`src/hw/rtl/unique_values_with_counts_assert.svh`:
```
// Assertion macros shared by the RTL of the distinct-value block.
`ifndef UNIQUE_VALUES_WITH_COUNTS_ASSERT_SVH
`define UNIQUE_VALUES_WITH_COUNTS_ASSERT_SVH

`ifndef SYNTHESIS

// Same-cycle implication, checked outside reset.
`define UVC_ASSERT_IMP(label, clk, rst, a, b) \
  label: assert property (@(posedge clk) disable iff (rst) (a) |-> (b)) \
    else $error("implication check failed");

// Next-cycle implication, checked outside reset.
`define UVC_ASSERT_NEXT(label, clk, rst, a, b) \
  label: assert property (@(posedge clk) disable iff (rst) (a) |=> (b)) \
    else $error("next-cycle check failed");

`else

`define UVC_ASSERT_IMP(label, clk, rst, a, b)
`define UVC_ASSERT_NEXT(label, clk, rst, a, b)

`endif

`endif

```
`src/hw/rtl/uvc_pkg.sv`:
```
package uvc_pkg;

  // Fixed field widths of the transactions.
  localparam int VALUE_W = 32;
  localparam int POS_W   = 5;
  localparam int OCC_W   = 6;
  localparam int TOTAL_W = 6;

  // Record kinds on the output channel.
  localparam logic KIND_ENTRY   = 1'b0;
  localparam logic KIND_INVERSE = 1'b1;

  typedef struct packed {
    logic signed [VALUE_W-1:0] element_value;
    logic                      is_last;
  } in_t;

  typedef struct packed {
    logic                      record_kind;
    logic signed [VALUE_W-1:0] distinct_value;
    logic [POS_W-1:0]          first_position;
    logic [OCC_W-1:0]          occurrences;
    logic [POS_W-1:0]          inverse_position;
    logic [TOTAL_W-1:0]        distinct_total;
    logic                      overflowed;
    logic                      run_last;
  } out_t;

  typedef enum logic [2:0] {
    ST_IDLE,
    ST_SEARCH,
    ST_PREP,
    ST_RANK_LOAD,
    ST_RANK_SCAN,
    ST_EMIT_ENT,
    ST_EMIT_INV
  } state_t;

  // Source of the entry table read address.
  typedef enum logic [1:0] {
    RD_SCAN,
    RD_ROW,
    RD_ORDER
  } rd_src_t;

  typedef struct packed {
    rd_src_t rd_src;
    logic    accept;
    logic    drop;
    logic    step;
    logic    ins_new;
    logic    ins_hit;
    logic    prep;
    logic    rank_load;
    logic    rank_step;
    logic    rank_store;
    logic    emit_ent;
    logic    emit_inv;
    logic    run_clear;
  } cmd_t;

  typedef struct packed {
    logic full;
    logic last;
    logic scan_end;
    logic match;
    logic need_sort;
    logic row_last;
    logic inv_done;
    logic out_free;
  } sts_t;

endpackage

```
`src/hw/rtl/uvc_ctrl.sv`:
```
module uvc_ctrl (
  input  logic          clk,
  input  logic          rst,
  input  logic          in_valid,
  output logic          in_ready,
  input  uvc_pkg::sts_t sts,
  output uvc_pkg::cmd_t cmd
);
  import uvc_pkg::*;

  state_t state;
  state_t state_next;

  // State register.
  always_ff @(posedge clk) begin
    if (rst) begin
      state <= ST_IDLE;
    end else begin
      state <= state_next;
    end
  end

  // Next-state logic.
  always_comb begin
    state_next = state;
    case (state)
      ST_IDLE: begin
        if (in_valid) state_next = ST_SEARCH;
      end
      ST_SEARCH: begin
        if (sts.full || sts.scan_end || sts.match) begin
          state_next = sts.last ? ST_PREP : ST_IDLE;
        end
      end
      ST_PREP: begin
        state_next = sts.need_sort ? ST_RANK_LOAD : ST_EMIT_ENT;
      end
      ST_RANK_LOAD: begin
        state_next = ST_RANK_SCAN;
      end
      ST_RANK_SCAN: begin
        if (sts.scan_end) state_next = sts.row_last ? ST_EMIT_ENT : ST_RANK_LOAD;
      end
      ST_EMIT_ENT: begin
        if (sts.out_free && sts.row_last) state_next = ST_EMIT_INV;
      end
      ST_EMIT_INV: begin
        if (sts.out_free && sts.inv_done) state_next = ST_IDLE;
      end
      default: begin
        state_next = ST_IDLE;
      end
    endcase
  end

  // Command outputs.
  always_comb begin
    cmd      = '0;
    cmd.rd_src = RD_SCAN;
    in_ready = 1'b0;
    case (state)
      ST_IDLE: begin
        in_ready   = 1'b1;
        cmd.accept = in_valid;
      end
      ST_SEARCH: begin
        if (sts.full) begin
          cmd.drop = 1'b1;
        end else if (sts.scan_end) begin
          cmd.ins_new = 1'b1;
        end else if (sts.match) begin
          cmd.ins_hit = 1'b1;
        end else begin
          cmd.step = 1'b1;
        end
      end
      ST_PREP: begin
        cmd.prep = 1'b1;
      end
      ST_RANK_LOAD: begin
        cmd.rd_src    = RD_ROW;
        cmd.rank_load = 1'b1;
      end
      ST_RANK_SCAN: begin
        if (sts.scan_end) begin
          cmd.rank_store = 1'b1;
        end else begin
          cmd.rank_step = 1'b1;
        end
      end
      ST_EMIT_ENT: begin
        cmd.rd_src   = RD_ORDER;
        cmd.emit_ent = sts.out_free;
      end
      ST_EMIT_INV: begin
        cmd.emit_inv  = sts.out_free;
        cmd.run_clear = sts.out_free && sts.inv_done;
      end
      default: begin
        cmd.rd_src = RD_SCAN;
      end
    endcase
  end

endmodule

```
`src/hw/rtl/uvc_datapath.sv`:
```
module uvc_datapath #(
  parameter int MAX_ELEMENTS = 32
) (
  input  logic          clk,
  input  logic          rst,
  input  uvc_pkg::in_t  in_data,
  input  logic          cfg_we,
  input  logic          cfg_wdata,
  input  uvc_pkg::cmd_t cmd,
  output uvc_pkg::sts_t sts,
  output logic          out_valid,
  input  logic          out_ready,
  output uvc_pkg::out_t out_data
);
  import uvc_pkg::*;

  localparam int IW = (MAX_ELEMENTS > 1) ? $clog2(MAX_ELEMENTS) : 1;
  localparam int CW = $clog2(MAX_ELEMENTS + 1);

  // Entry table, per-element inverse indices and the sort maps.
  logic [VALUE_W-1:0] ent_val    [MAX_ELEMENTS];
  logic [IW-1:0]      ent_first  [MAX_ELEMENTS];
  logic [OCC_W-1:0]   ent_cnt    [MAX_ELEMENTS];
  logic [IW-1:0]      elem_inv   [MAX_ELEMENTS];
  logic [IW-1:0]      sort_order [MAX_ELEMENTS];
  logic [IW-1:0]      sort_rank  [MAX_ELEMENTS];

  logic [VALUE_W-1:0] cur_val;
  logic               cur_last;
  logic [VALUE_W-1:0] pivot;
  logic [CW-1:0]      elem_total;
  logic [CW-1:0]      entry_total;
  logic               overflow;
  logic               sorted_mode;
  logic               sort_on;
  logic [CW-1:0]      scan;
  logic [CW-1:0]      row;
  logic [CW-1:0]      less;

  logic [IW-1:0]      scan_i;
  logic [IW-1:0]      row_i;
  logic [IW-1:0]      less_i;
  logic [IW-1:0]      elem_i;
  logic [IW-1:0]      entry_i;
  logic [IW-1:0]      rd_idx;
  logic [VALUE_W-1:0] rd_val;
  logic [IW-1:0]      inv_pos;
  logic [CW-1:0]      row_inc;
  out_t               rec_ent;
  out_t               rec_inv;

  assign scan_i  = scan[IW-1:0];
  assign row_i   = row[IW-1:0];
  assign less_i  = less[IW-1:0];
  assign elem_i  = elem_total[IW-1:0];
  assign entry_i = entry_total[IW-1:0];
  assign row_inc = row + CW'(1);

  // Single read address into the entry table.
  always_comb begin
    case (cmd.rd_src)
      RD_SCAN:  rd_idx = scan_i;
      RD_ROW:   rd_idx = row_i;
      RD_ORDER: rd_idx = sort_on ? sort_order[row_i] : row_i;
      default:  rd_idx = scan_i;
    endcase
  end

  assign rd_val  = ent_val[rd_idx];
  assign inv_pos = sort_on ? sort_rank[elem_inv[row_i]] : elem_inv[row_i];

  // Status towards the controller.
  always_comb begin
    sts.full      = (elem_total == CW'(MAX_ELEMENTS));
    sts.last      = cur_last;
    sts.scan_end  = (scan == entry_total);
    sts.match     = (rd_val == cur_val);
    sts.need_sort = sorted_mode && (entry_total > CW'(1));
    sts.row_last  = (row_inc == entry_total);
    sts.inv_done  = (row_inc == elem_total);
    sts.out_free  = !out_valid || out_ready;
  end

  // Record builders for both kinds.
  always_comb begin
    rec_ent                  = '0;
    rec_ent.record_kind      = KIND_ENTRY;
    rec_ent.distinct_value   = rd_val;
    rec_ent.first_position   = POS_W'(ent_first[rd_idx]);
    rec_ent.occurrences      = ent_cnt[rd_idx];
    rec_ent.distinct_total   = TOTAL_W'(entry_total);
    rec_ent.overflowed       = overflow;
    rec_ent.run_last         = 1'b0;
    rec_inv                  = '0;
    rec_inv.record_kind      = KIND_INVERSE;
    rec_inv.inverse_position = POS_W'(inv_pos);
    rec_inv.distinct_total   = TOTAL_W'(entry_total);
    rec_inv.overflowed       = overflow;
    rec_inv.run_last         = sts.inv_done;
  end

  // Control registers and counters.
  always_ff @(posedge clk) begin
    if (rst) begin
      elem_total  <= '0;
      entry_total <= '0;
      overflow    <= 1'b0;
      sorted_mode <= 1'b0;
      sort_on     <= 1'b0;
      out_valid   <= 1'b0;
    end else begin
      if (cfg_we) sorted_mode <= cfg_wdata;
      if (cmd.drop) overflow <= 1'b1;
      if (cmd.ins_new) entry_total <= entry_total + CW'(1);
      if (cmd.ins_new || cmd.ins_hit) elem_total <= elem_total + CW'(1);
      if (cmd.prep) sort_on <= sts.need_sort;
      if (out_valid && out_ready) out_valid <= 1'b0;
      if (cmd.emit_ent || cmd.emit_inv) out_valid <= 1'b1;
      if (cmd.run_clear) begin
        elem_total  <= '0;
        entry_total <= '0;
        overflow    <= 1'b0;
      end
    end
  end

  // Payload registers and tables.
  always_ff @(posedge clk) begin
    if (cmd.accept) begin
      cur_val  <= in_data.element_value;
      cur_last <= in_data.is_last;
      scan     <= '0;
    end
    if (cmd.step) scan <= scan + CW'(1);
    if (cmd.ins_new) begin
      ent_val[entry_i]   <= cur_val;
      ent_first[entry_i] <= elem_i;
      ent_cnt[entry_i]   <= OCC_W'(1);
      elem_inv[elem_i]   <= entry_i;
    end
    if (cmd.ins_hit) begin
      ent_cnt[scan_i]  <= ent_cnt[scan_i] + OCC_W'(1);
      elem_inv[elem_i] <= scan_i;
    end
    if (cmd.prep) row <= '0;
    if (cmd.rank_load) begin
      pivot <= rd_val;
      scan  <= '0;
      less  <= '0;
    end
    if (cmd.rank_step) begin
      scan <= scan + CW'(1);
      if ($signed(rd_val) < $signed(pivot)) less <= less + CW'(1);
    end
    if (cmd.rank_store) begin
      sort_order[less_i] <= row_i;
      sort_rank[row_i]   <= less_i;
      row                <= sts.row_last ? '0 : row_inc;
    end
    if (cmd.emit_ent) begin
      out_data <= rec_ent;
      row      <= sts.row_last ? '0 : row_inc;
    end
    if (cmd.emit_inv) begin
      out_data <= rec_inv;
      row      <= row_inc;
    end
  end

endmodule

```
`src/hw/rtl/unique_values_with_counts.sv`:
```
// Distinct values of a run of signed integers, with counts and inverse indices.
// Input channel (in_valid/in_ready/in_data): one element per transaction, the
// final element of a run flagged by is_last. Output channel (out_valid/
// out_ready/out_data): after the last element, one record per distinct entry,
// then one record per stored element; run_last marks the final record.
// cfg_we/cfg_wdata write sorted_mode; write it only while the block is idle.
// Each element is accepted, then searched for sequentially among the distinct
// entries so far, as the entry table has a single read address; in_ready stays
// low during the search. Elements past MAX_ELEMENTS are dropped and set the
// overflow flag. With sorting on and more than one entry, the entries are
// ranked before output. Records then leave at one per cycle while out_ready is
// high; a stall of the receiver holds the output register and the block waits.
// The next run's first element is taken while the final record still waits.
// Synchronous reset empties the run, clears sorted_mode and the output.
module unique_values_with_counts #(
  parameter int MAX_ELEMENTS = 32
) (
  input  logic          clk,
  input  logic          rst,
  input  logic          in_valid,
  output logic          in_ready,
  input  uvc_pkg::in_t  in_data,
  output logic          out_valid,
  input  logic          out_ready,
  output uvc_pkg::out_t out_data,
  input  logic          cfg_we,
  input  logic          cfg_wdata
);
  import uvc_pkg::*;

  `include "unique_values_with_counts_assert.svh"

  cmd_t cmd;
  sts_t sts;

  // Sequencer.
  uvc_ctrl u_ctrl (
    .clk      (clk),
    .rst      (rst),
    .in_valid (in_valid),
    .in_ready (in_ready),
    .sts      (sts),
    .cmd      (cmd)
  );

  // Tables, counters and output register.
  uvc_datapath #(
    .MAX_ELEMENTS (MAX_ELEMENTS)
  ) u_datapath (
    .clk       (clk),
    .rst       (rst),
    .in_data   (in_data),
    .cfg_we    (cfg_we),
    .cfg_wdata (cfg_wdata),
    .cmd       (cmd),
    .sts       (sts),
    .out_valid (out_valid),
    .out_ready (out_ready),
    .out_data  (out_data)
  );

  // An accepted transaction leaves the block busy, with in_ready low, in the next cycle.
  `UVC_ASSERT_NEXT(a_busy_after_accept, clk, rst, in_valid && in_ready, !in_ready)
  // A new entry is never created once the element store is full.
  `UVC_ASSERT_IMP(a_no_insert_when_full, clk, rst, cmd.ins_new, !sts.full)
  // Entry records never close an output run.
  `UVC_ASSERT_IMP(a_entry_not_last, clk, rst,
    out_valid && (out_data.record_kind == KIND_ENTRY), !out_data.run_last)

endmodule

```
`config.mk`:
```
export PLATFORM = sky130hd
export DESIGN_NAME = unique_values_with_counts
export DESIGN_NICKNAME = d
export VERILOG_FILES = /design/src/hw/rtl/uvc_pkg.sv /design/src/hw/rtl/uvc_ctrl.sv /design/src/hw/rtl/uvc_datapath.sv /design/src/hw/rtl/unique_values_with_counts.sv
export VERILOG_INCLUDE_DIRS = /design/src /design/src/hw/rtl
export SDC_FILE = /design/constraint.sdc
export NUM_CORES = 2
export LEC_CHECK = 0
export ABC_CLOCK_PERIOD_IN_PS = 6000
export BUFFER_PORTS_ARGS = -buffer_cell sky130_fd_sc_hd__buf_2
export CAP_MARGIN = 20
export CORE_MARGIN = 2
export CORE_UTILIZATION = 49
export DETAILED_ROUTE_END_ITERATION = 6
export HOLD_SLACK_MARGIN = 0.15
export PLACE_DENSITY_LB_ADDON = 0.2
export SLEW_MARGIN = 10
export SYNTH_ARGS = -nofsm -noshare
export SYNTH_HDL_FRONTEND = slang
export SYNTH_SLANG_ARGS = --single-unit
```
`constraint.sdc`:
```
create_clock -name clk -period 6 [get_ports clk]
set_input_delay 0.6 -clock clk [delete_from_list [all_inputs] [get_ports clk]]
set_output_delay 0.6 -clock clk [all_outputs]
set_load 0.01 [all_outputs]
```
==> flow_summary.json <==
{
  "tightestPinTransition_ps": 1200,
  "clock-sinks": 2024,
  "drv_slew": 0,
  "required_ps": 6540,
  "hold_ws_ps": 233,
  "dieArea_um2": 175000,
  "use_met2": 0.443,
  "portBuffers": 97,
  "max_freq_mhz": 169,
  "ys.flop_type": "edfxtp_1",
  "synth_fp_nets": 5564,
  "ys_seq_elements": 2024,
  "rows": 152,
  "finalSetupTns_ps": 0,
  "grt_use_met3": 0.0552,
  "syn_to_final_growth_pct": 19.5,
  "path_class": "flop to flop",
  "crit_arrival_ps": 6460,
  "grt.met1_usage": 0.414,
  "antenna_found_initial": 10,
  "end_kind": "flop",
  "finalInstanceArea_um2": 101000,
  "die_y_um": 419,
  "synth-async-reset-ratio": 0,
  "postSynthAreaPerCell_um2": 15.4,
  "synth_edf_count": 1946,
  "hold_path.class": "input pin to flop",
  "h-tree-depth": 4,
  "initial_core_util": 0.492,
  "maxCapViolations": 0,
  "instances_no_fill": 8567,
  "final_net_count": 6251,
  "drt_wl_total_um": 258000,
  "grt_pass1_vias": 51195,
  "vdd_ir_drop_max_v": 0.000352,
  "setup_viol": 0,
  "drc_errors": 0,
  "synth-seq-area-share": 0.713,
  "io_pins": 98,
  "relSlewSlack": 0.198,
  "core_area_um2": 171000,
  "status": "finished clean",
  "fin_crit_sh": 0.987,
  "ant_nets": 0,
  "grtUsageTotal": 0.289,
  "power_density_nw_per_um2": 366,
  "rsz0062_at_grt": "yes",
  "first_pass_iters": 7,
  "layout-drive-gt1-share": 0.241,
  "hold_viol_final": 0,
  "cts_buffers": 199,
  "cp_max_fo": 9,
  "final.min_clock_period_ps": 5920,
  "insertion_delay_ps": 860,
  "drt_iter0_drc": 7611,
  "vias": 54131,
  "vias_per_cell": 6.32,
  "synth_warnings": 0,
  "skew_ps": 36.5,
  "overflow": 0,
  "grt_max_degree": 177,
  "postPlaceCellArea_um2": 91600,
  "dpl.cell_count": 8059,
  "cts_root_buf": "clkbuf_16",
  "die_w_um": 419,
  "cp-start-kind": "flop",
  "synth_area_um2": 84200,
  "syn_inst": 5475,
  "cts_buffer_depth": 3,
  "grt_pass1_wl_um": 365000,
  "dpl.hpwl_um": 154000,
  "p_leak_uw": 0.0347,
  "cts_tree": "done",
  "synth_cell_types": 95,
  "clkSlewWorstSetupHoldPaths_ps": 60,
  "busiest_layer": "met2",
  "place_congestion": 0.876,
  "wl_per_cell_um": 30.1
}
## cell usage after synthesis, types with 15 or more instances
library cell	count	share of area
nand4_1	44	0.0033
a21oi_1	116	0.0069
a221oi_1	98	0.010
clkbuf_1	200	0.0089
a211oi_1	123	0.011
o31ai_1	20	0.0018
mux2i_1	316	0.038
o21ai_0	61	0.0036
buf_6	20	0.0027
a2111oi_0	20	0.0021
o211ai_1	60	0.0053
or3_1	26	0.0019
a21o_1	15	0.0013
mux2_2	43	0.0058
dfxtp_1	78	0.019
and3_1	72	0.0053
mux4_2	158	0.042
a22o_1	40	0.0042
nor2b_1	42	0.0031
nand2b_1	20	0.0015
nand3_1	192	0.011
ha_1	50	0.0074
buf_4	44	0.0039
nor2_1	230	0.010
a211o_1	15	0.0016
xor2_1	27	0.0028
a311oi_1	92	0.0096
inv_1	90	0.0040
o211a_1	63	0.0075
buf_1	34	0.0015
a32oi_1	23	0.0024
nand2_1	730	0.033
a22oi_1	39	0.0035
nor4_1	15	0.0011
a31oi_1	36	0.0027
buf_2	68	0.0040
xnor2_1	26	0.0027
edfxtp_1	1946	0.69
## flip-flops by register name, summed over array words and instances (netlist names), 5 cells and up, named ones only
name	cells
u_datapath.cur_val	32
u_datapath.elem_inv	160
u_datapath.elem_total	6
u_datapath.ent_cnt	192
u_datapath.ent_first	160
u_datapath.ent_val	1024
u_datapath.entry_total	6
u_datapath.less	5
u_datapath.out_data	57
u_datapath.pivot	32
u_datapath.row	6
u_datapath.scan	6
u_datapath.sort_order	160
u_datapath.sort_rank	160
## power by group
group          internal [uW]  total (uW)  switching [uW]
logic                   3440        8290            4840
registers              15800       16000             237
clock network           7160       12500            5370
total                  26400       36800           10500
## worst paths after layout
| check | from | end | cells past startpoint | slack (ps) |
|---|---|---|---|---|
| setup / recovery | flop | u_datapath.ent_cnt[24][1] | 25 | 80 |
| hold / removal | in_valid | u_datapath.cur_last | 3 | 230 |
| setup reg to reg | flop | u_datapath.ent_cnt[24][1] | 25 | 80 |
| hold reg to reg | u_datapath.out_data[56] | u_datapath.out_data[56] | 2 | 440 |
## critical path, stage by stage, from the launching register on
cell,delay [ps]
dfxtp_4,370
buf_12,130
buf_12,130
mux2i_1,120
a22oi_1,210
a21oi_2,100
or4_4,560
o21ai_4,330
buf_12,180
buf_12,140
buf_12,120
mux2i_1,200
mux2i_1,140
a32o_2,260
and4bb_2,350
xor2_1,160
buf_4,220
nand4_1,200
buf_4,200
nor4_4,300
buf_12,200
nand2_8,80
buf_6,130
o32a_1,420
nor2_1,140
buf_4,180
## logic make-up after synthesis
kind of cell             after synthesis  share of synthesized area
AO/OA/AOI/OAI                        917                     0.0843
AND/OR/NAND/NOR                     1450                     0.0784
XOR/XNOR                              53                    0.00551
flip-flops                          2024                      0.713
adder cells (fa/ha/maj)               50                    0.00743
buffers and inverters                461                     0.0258
multiplexers                         520                     0.0860
## per-stage QoR
stage	power (uW)	util	setup slack, ps
after global placement	23600	0.535	-509
after floorplan	20100	-	-126
after CTS	36300	0.579	4.07
final	36800	0.588	79.3
after detailed placement	23700	0.535	-606
after global routing	37900	0.588	-138
## cell type report
class | count | area [um2]
fill | 13028 | 70600
sequential | 2024 | 60000
multi-input combinational | 2990 | 23100
timing repair buffer | 855 | 7780
clock buffer | 273 | 5490
tap | 2233 | 2790
clock inverter | 98 | 1040
inverter | 92 | 345
antenna | 2 | 5.00
## per-layer routing
metal | up-vias | routed length (um)
li1 | 22931 | -
met1 | 27629 | 104000
met2 | 3053 | 118000
met3 | 516 | 26500
met4 | 2 | 9400
met5 | - | 13
## layout by cell type, fill, tap and decap left out, drive strengths merged, types with 22 or more instances in the layout
cell type,n
edfxtp,1946
buf,806
nand2,732
mux2i,318
clkbuf,282
nor2,232
nand3,194
mux4,158
a211oi,124
a21oi,118
a221oi,99
inv,97
a311oi,93
dfxtp,78
and3,72
clkinv,72
o21ai,66
o211a,63
o211ai,60
ha,50
nand4,44
mux2,44
nor2b,42
a22o,40
a22oi,39
dlygate4sd3,37
a31oi,36
xor2,27
xnor2,26
or3,26
a32oi,23
a2111oi,22
nor4,22
## repair_timing
action / 4_1_cts / 5_1_grt
pin swaps: 18 / 76
resized for setup: 51 / 166
gates cloned: 3 / 8
endpoints found under the hold margin: 37 / 0
hold buffers: 37 / 0
buffers inserted: 25 / 63
setup endpoints to repair: 698 / 520
No activity file was read; power rests on OpenSTA's default activity.
